## src/hw/rtl/hsa_pkg.sv

```systemverilog
`timescale 1ns / 1ps
`default_nettype none

package hsa_pkg;

	localparam logic [2:0] CMD_ALLOC = 3'd0;
	localparam logic [2:0] CMD_FREE  = 3'd1;
	localparam logic [2:0] CMD_CHECK = 3'd2;
	localparam logic [2:0] CMD_READ  = 3'd3;
	localparam logic [2:0] CMD_RESET = 3'd4;

	localparam logic [1:0] STAT_OK        = 2'd0;
	localparam logic [1:0] STAT_NONE_FREE = 2'd1;
	localparam logic [1:0] STAT_NOT_LIVE  = 2'd2;
	localparam logic [1:0] STAT_POS_RANGE = 2'd3;

	typedef struct packed {
		logic we;
		logic hw_clr;
		logic grow;
	} dense_ctl_t;

endpackage

`default_nettype wire

```

## src/hw/rtl/hsa_dense_store.sv

```systemverilog
`timescale 1ns / 1ps
`default_nettype none

module hsa_dense_store
	import hsa_pkg::*;
#(
	parameter int DEPTH = 256,
	parameter int AW = 8
) (
	input  wire logic          clk,
	input  wire logic          arst_n,
	input  wire dense_ctl_t    ctl,
	input  wire logic [AW-1:0] waddr,
	input  wire logic [AW-1:0] wdata,
	input  wire logic [AW:0]   lt,
	input  wire logic [AW-1:0] raddr0,
	input  wire logic [AW-1:0] raddr1,
	output logic      [AW-1:0] rdata0,
	output logic      [AW-1:0] rdata1
);

	// Entries at or above the high-water mark have never been written since
	// the last clear and read back as their own index. As the mark passes an
	// entry, that entry is written with its own index.
	logic [AW-1:0] mem [DEPTH];
	logic [AW:0]   hw_q;
	logic [AW-1:0] mem0_q, mem1_q, addr0_q, addr1_q;
	logic          id0_q, id1_q;

	always_ff @(posedge clk) begin
		if (ctl.we) begin
			mem[waddr] <= wdata;
		end else if (ctl.grow && lt == hw_q) begin
			mem[lt[AW-1:0]] <= lt[AW-1:0];
		end
		mem0_q  <= mem[raddr0];
		mem1_q  <= mem[raddr1];
		addr0_q <= raddr0;
		addr1_q <= raddr1;
		id0_q   <= {1'b0, raddr0} >= hw_q;
		id1_q   <= {1'b0, raddr1} >= hw_q;
	end

	always_ff @(posedge clk or negedge arst_n) begin
		if (!arst_n) begin
			hw_q <= '0;
		end else if (ctl.hw_clr) begin
			hw_q <= '0;
		end else if (ctl.grow && lt == hw_q) begin
			hw_q <= hw_q + 1'b1;
		end
	end

	assign rdata0 = id0_q ? addr0_q : mem0_q;
	assign rdata1 = id1_q ? addr1_q : mem1_q;

endmodule

`default_nettype wire

```

## config.mk

```make
export PLATFORM = sky130hd
export DESIGN_NAME = hsa_dense_store
export DESIGN_NICKNAME = d
export VERILOG_FILES = /design/src/hw/rtl/hsa_pkg.sv /design/src/hw/rtl/hsa_dense_store.sv
export SDC_FILE = /design/constraint.sdc
export NUM_CORES = 2
export LEC_CHECK = 0
export BUFFER_PORTS_ARGS = -buffer_cell sky130_fd_sc_hd__buf_4
export CORE_UTILIZATION = 50
export CTS_CLUSTER_DIAMETER = 200
export DETAILED_ROUTE_END_ITERATION = 10
export PLACE_DENSITY = 0.73
export SETUP_SLACK_MARGIN = 0.3
export SYNTH_ARGS = -nofsm -noshare
export SYNTH_HDL_FRONTEND = slang
export SYNTH_SLANG_ARGS = --single-unit
```

## constraint.sdc

```tcl
create_clock -name clk -period 5.6 [get_ports clk]
set_clock_uncertainty 0.2 [all_clocks]
set_input_delay 1.68 -clock clk [delete_from_list [all_inputs] [get_ports clk]]
set_output_delay 1.68 -clock clk [all_outputs]
set_load 0.005 [all_outputs]
```

# Word level (Yosys, flattened, before mapping)
# Memories as Yosys holds them, arrays and structs flattened. A register that Yosys moved wholly into a read port is not among the register bits.
# Index checks and enable logic that the tools add are counted.
# classes
multipliers	0
n_mux	12
order_cmp	2
div_mod_pow	0
n_eq_ne	1
reduce_logical	3
bitwise	0
n_shift	0
n_addsub	1
# op_table
cell	n
$mux 8	4
$ge 8x9->1	2
$mux 9	2
$add 9x1->9 const B	1
$eq 9x9->1	1
$reduce_or 8->1	1
$mux 1	6
$reduce_bool 2->1	1
$logic_and 1x1->1	1
# totals
rom_bits	0
wordCells	25
out_inout_bits	16
input_bits	46
reg_bits	27
mem_count	1
latch_bits	0
ramBits	2048
# memory_table
name	depth	word_bits	rd	rd_ports_with_merged_regs	wr	line_no	source
mem	256	8	2	2	1	hsa_dense_store.sv:25	logic [AW-1:0] mem [DEPTH];

# Logic depth before layout (Yosys ltp)
# depth
word_depth	7
ltp_mapped	13
depth_no_buf	9

# Worst setup path before layout
# No wires, ideal clock.
# synth_timing
path_type	input port to flip-flop
from	input port lt[2]
to	memory mem[0][0] (data pin)
setup_ns	0.825
t_arrival_ns	5.702
slack_ns	-1.127
required_time_ns	4.575
path_buffers	2
stages	7
path_cell_list	xnor2_1 -> nand4_2 -> nor4_2 -> buf_6 -> buf_6 -> nand2_1 -> nand2_1
# synth_via
elab_chain_len	7
# synth_lines
item	line_no	source
from (decl)	hsa_dense_store.sv:15	input wire logic [AW:0] lt,
$eq 9x9->1	hsa_dense_store.sv:33	end else if (ctl.grow && lt == hw_q) begin
$logic_and 1x1->1	hsa_dense_store.sv:33	
$mux 1	hsa_dense_store.sv:33	
$mux 1	hsa_dense_store.sv:31	if (ctl.we) begin
$mux 1 (implied by the code)	hsa_dense_store.sv:34	mem[lt[AW-1:0]] <= lt[AW-1:0];
$reduce_or 8->1 (no source line)	n/a	
$mux 8 (no source line)	n/a	
to (decl)	hsa_dense_store.sv:25	
# No other way between the ends.

==> run metrics <==
crit path max fanout=51; H-tree Lvls=4; initial antenna violation count=14; Setup-failing EPs final=0; PostCTS Resize Cnt=0; starting density of the core=50.32%; Layout Nets=5,605; Min-Delay Path Class=primary input to asynchronous set/reset pin; fmax=212.5 MHz; CTS Hold Bufs=0; Ports=62; global route overflow=0; Unique masters post-synth=64; Crit. End Element=flip-flop; Slew Limit Headroom=27.68%; max_cap viols=0; Core Area=192,400 µm²; Root Buffer=clkbuf_16; CTS tree=built; Clock Sink Count=2,091; Final Hold Fails=0; synthesized net count=5,173; CP required=6.19 ns; number of synthesized flops with an enable pin=2,048; Pre-antenna DRT Iters=6; vias in the first global route=58.80k; final worst path period need=4.706 ns; Setup Fix Bufs, Post-CTS=0; first-pass GRT wire length=429.3 mm; chip height=442.0 µm; average cell area after synthesis=18.94 µm²; register bit count reported by yosys=2,091; fin util=57.50%; via count=59.12k; TritonCTS Buffers=208; worst-skew pair later-pin latency=0.89 ns; final wirelength=301.8 mm; Rows=161; DRC errors left=0; P_leak=35.46 nW; RSZ-0062 raised after global routing=false; Mapped Area=96,800 µm²; asr flop ratio synth=0.4304%; CP startpoint kind=primary input; status=completed; Pwr per Cell Area=310.5 nW/µm²; Most used DFF post-synth=edfxtp_1; Total Routing Usage GR=30.76%; largest net degree at the start of global routing=112; Horiz. Die Dim=442.0 µm; Clock Path Buffers=3; die area=195,400 µm²; Vias/cell=7.165; Worst Max-Slew Pin Slew=1.075 ns; CP Data Arrival Time=5.29 ns; Ys Warns=0; initial DRC count=9,739; DRT antenna net count=0; synth-to-layout area growth=14.27%; HPWL after DPL=198.8 mm; worst vdd ir=0.3145 mV; IO buf count=61; crit path kind=primary input to flip-flop; Clk pin slew, worst setup/hold paths=0.07 ns; Slew Viols, Final=0; sequential fraction of the synthesis area=64.47%; total negative slack=0 ns; share of cells above drive strength 1=34.26%; routed len/inst=36.58 µm; Mapped Cells=5,110; RePlAce Congestion=0.9891; Tcrit/Tclk final=84.03%; Fillers=13.79k
## report_power, final
part           leakage, nW  internal (mW)  switching [mW]
logic                 13.3           1.08            1.76
clock network         3.36           8.00            6.23
registers             18.8           17.2          0.0389
total                 35.5           26.3            8.03
## synthesized netlist by cell type (all sizes together), types with 3 or more instances
library cell / number / area share, %
a211oi: 116 / 0.90
a21oi: 58 / 0.30
a221oi: 12 / 0.11
a22o: 36 / 0.33
a22oi: 174 / 1.3
a311oi: 4 / 0.036
a31oi: 50 / 0.32
and2: 6 / 0.039
and3: 15 / 0.097
buf: 256 / 1.7
clkbuf: 146 / 0.57
dfrtp: 9 / 0.23
dfxtp: 34 / 0.70
edfxtp: 2048 / 64
ha: 17 / 0.22
inv: 10 / 0.039
mux2: 25 / 0.29
mux2i: 224 / 2.3
mux4: 936 / 22
nand2: 102 / 0.44
nand2b: 28 / 0.31
nand3: 45 / 0.24
nand3b: 12 / 0.093
nand4: 13 / 0.090
nor2: 362 / 1.4
nor2b: 20 / 0.13
nor3: 8 / 0.053
nor4: 21 / 0.14
nor4b: 4 / 0.036
o21ai: 35 / 0.20
o221ai: 36 / 0.33
o22ai: 192 / 1.2
o31ai: 3 / 0.057
or2: 17 / 0.11
or3: 3 / 0.019
or3b: 3 / 0.027
xnor2: 15 / 0.14
## placed cells by master (no fill, tap or decap), drive strengths merged, types with 4 or more instances in the layout
master    instances
nand2           102
nor2            362
mux2             25
a221oi           12
a211oi          116
nor4b             4
and3             15
o22ai           192
dfrtp             9
mux2i           224
nor3              8
clkinv           82
o221ai           36
o21ai            35
diode            10
a31oi            50
ha               17
or2              17
edfxtp         2048
a21oi            58
mux4            936
nand3b           12
nand4            13
a22oi           174
nor4             21
a22o             36
nor2b            20
a311oi            4
buf             624
clkbuf          262
and2              6
dfxtp            34
inv              21
xnor2            15
nand2b           28
nand3            45
clkinvlp          8
bufinv           22
## sequential cells by signal, summed over array words and instances, names as in the netlist
register,cells
mem0_q,8
addr0_q,8
mem,2048
addr1_q,8
id1_q,1
hw_q,9
id0_q,1
mem1_q,8
## through the flow
step | setup slack [ns] | hold WS (ns) | total power, mW | cells | instance area [µm²]
2_1_floorplan | 0.4391 | 0.3568 | 19.23 | 5110 | 96820
5_1_grt | 0.9116 | 0.3988 | 35.02 | 8243 | 110600
6_report | 0.8944 | 0.4146 | 34.35 | 8251 | 110600
4_1_cts | 1.146 | 0.3863 | 34.31 | 8241 | 110600
3_3_place_gp | 0.2481 | 0.4005 | 20.33 | 7858 | 103700
3_5_place_dp | 0.2392 | 0.4216 | 20.36 | 7858 | 103700
## layer usage
metal,vias to the layer above,part of all wire (%),wire length (µm),GRT usage [%]
met5,-,0.041,124,0.3419
met4,18,6.4,19420,17.46
met3,894,13,40720,9.123
met2,4788,46,139400,46.38
met1,30590,34,102100,40.04
li1,22830,-,-,-
## worst max-delay path: stages
cell	delay [ns]
buf_8	0.44
buf_12	0.25
buf_12	0.21
mux4_2	0.53
a22oi_1	0.49
a21oi_1	0.38
a31oi_1	0.74
nor4_1	0.13
buf_4	0.17
## final cells by class
type                    instances  area (µm²)  area share [%]
flip-flops and latches       2091       62400           56.42
multi-input cells            2605       32420           29.31
repair buffers                624        5640           5.099
clock buffers                 262        5469           4.944
well taps                    2526        3161           2.857
clock inverters               121        1455           1.315
inverters                      12       45.04         0.04072
diodes                         10       25.02         0.02262
## kinds of logic (layout without fill, tap and decap cells)
logic type | count (synthesis) | in the layout | share of synthesized area (%)
flops | 2091 | 2091 | 64.47
mux | 1185 | 1185 | 24.38
compound gates | 727 | 727 | 5.260
simple gates | 660 | 660 | 3.248
buf+inv | 414 | 1019 | 2.279
fa+ha+maj | 17 | 17 | 0.2197
xor+xnor | 16 | 16 | 0.1448
other cells | 0 | 10 | 0
## final timing paths
path | slack (ns) | depth (start not counted) | end | start
worst max-delay path | 0.89 | 9 | mem0_q[7] | raddr0[0]
worst max register to register | 1.41 | 8 | mem[174][2] | hw_q[0]
worst min-delay path | 0.41 | 1 | hw_q[6] | arst_n
min in group clk | 0.44 | 2 | hw_q[7] | hw_q[7]
max in group asynchronous | 4.64 | 1 | hw_q[4] | arst_n
worst min register to register | 0.44 | 2 | hw_q[7] | hw_q[7]
Power figures use the tool's default switching activity.
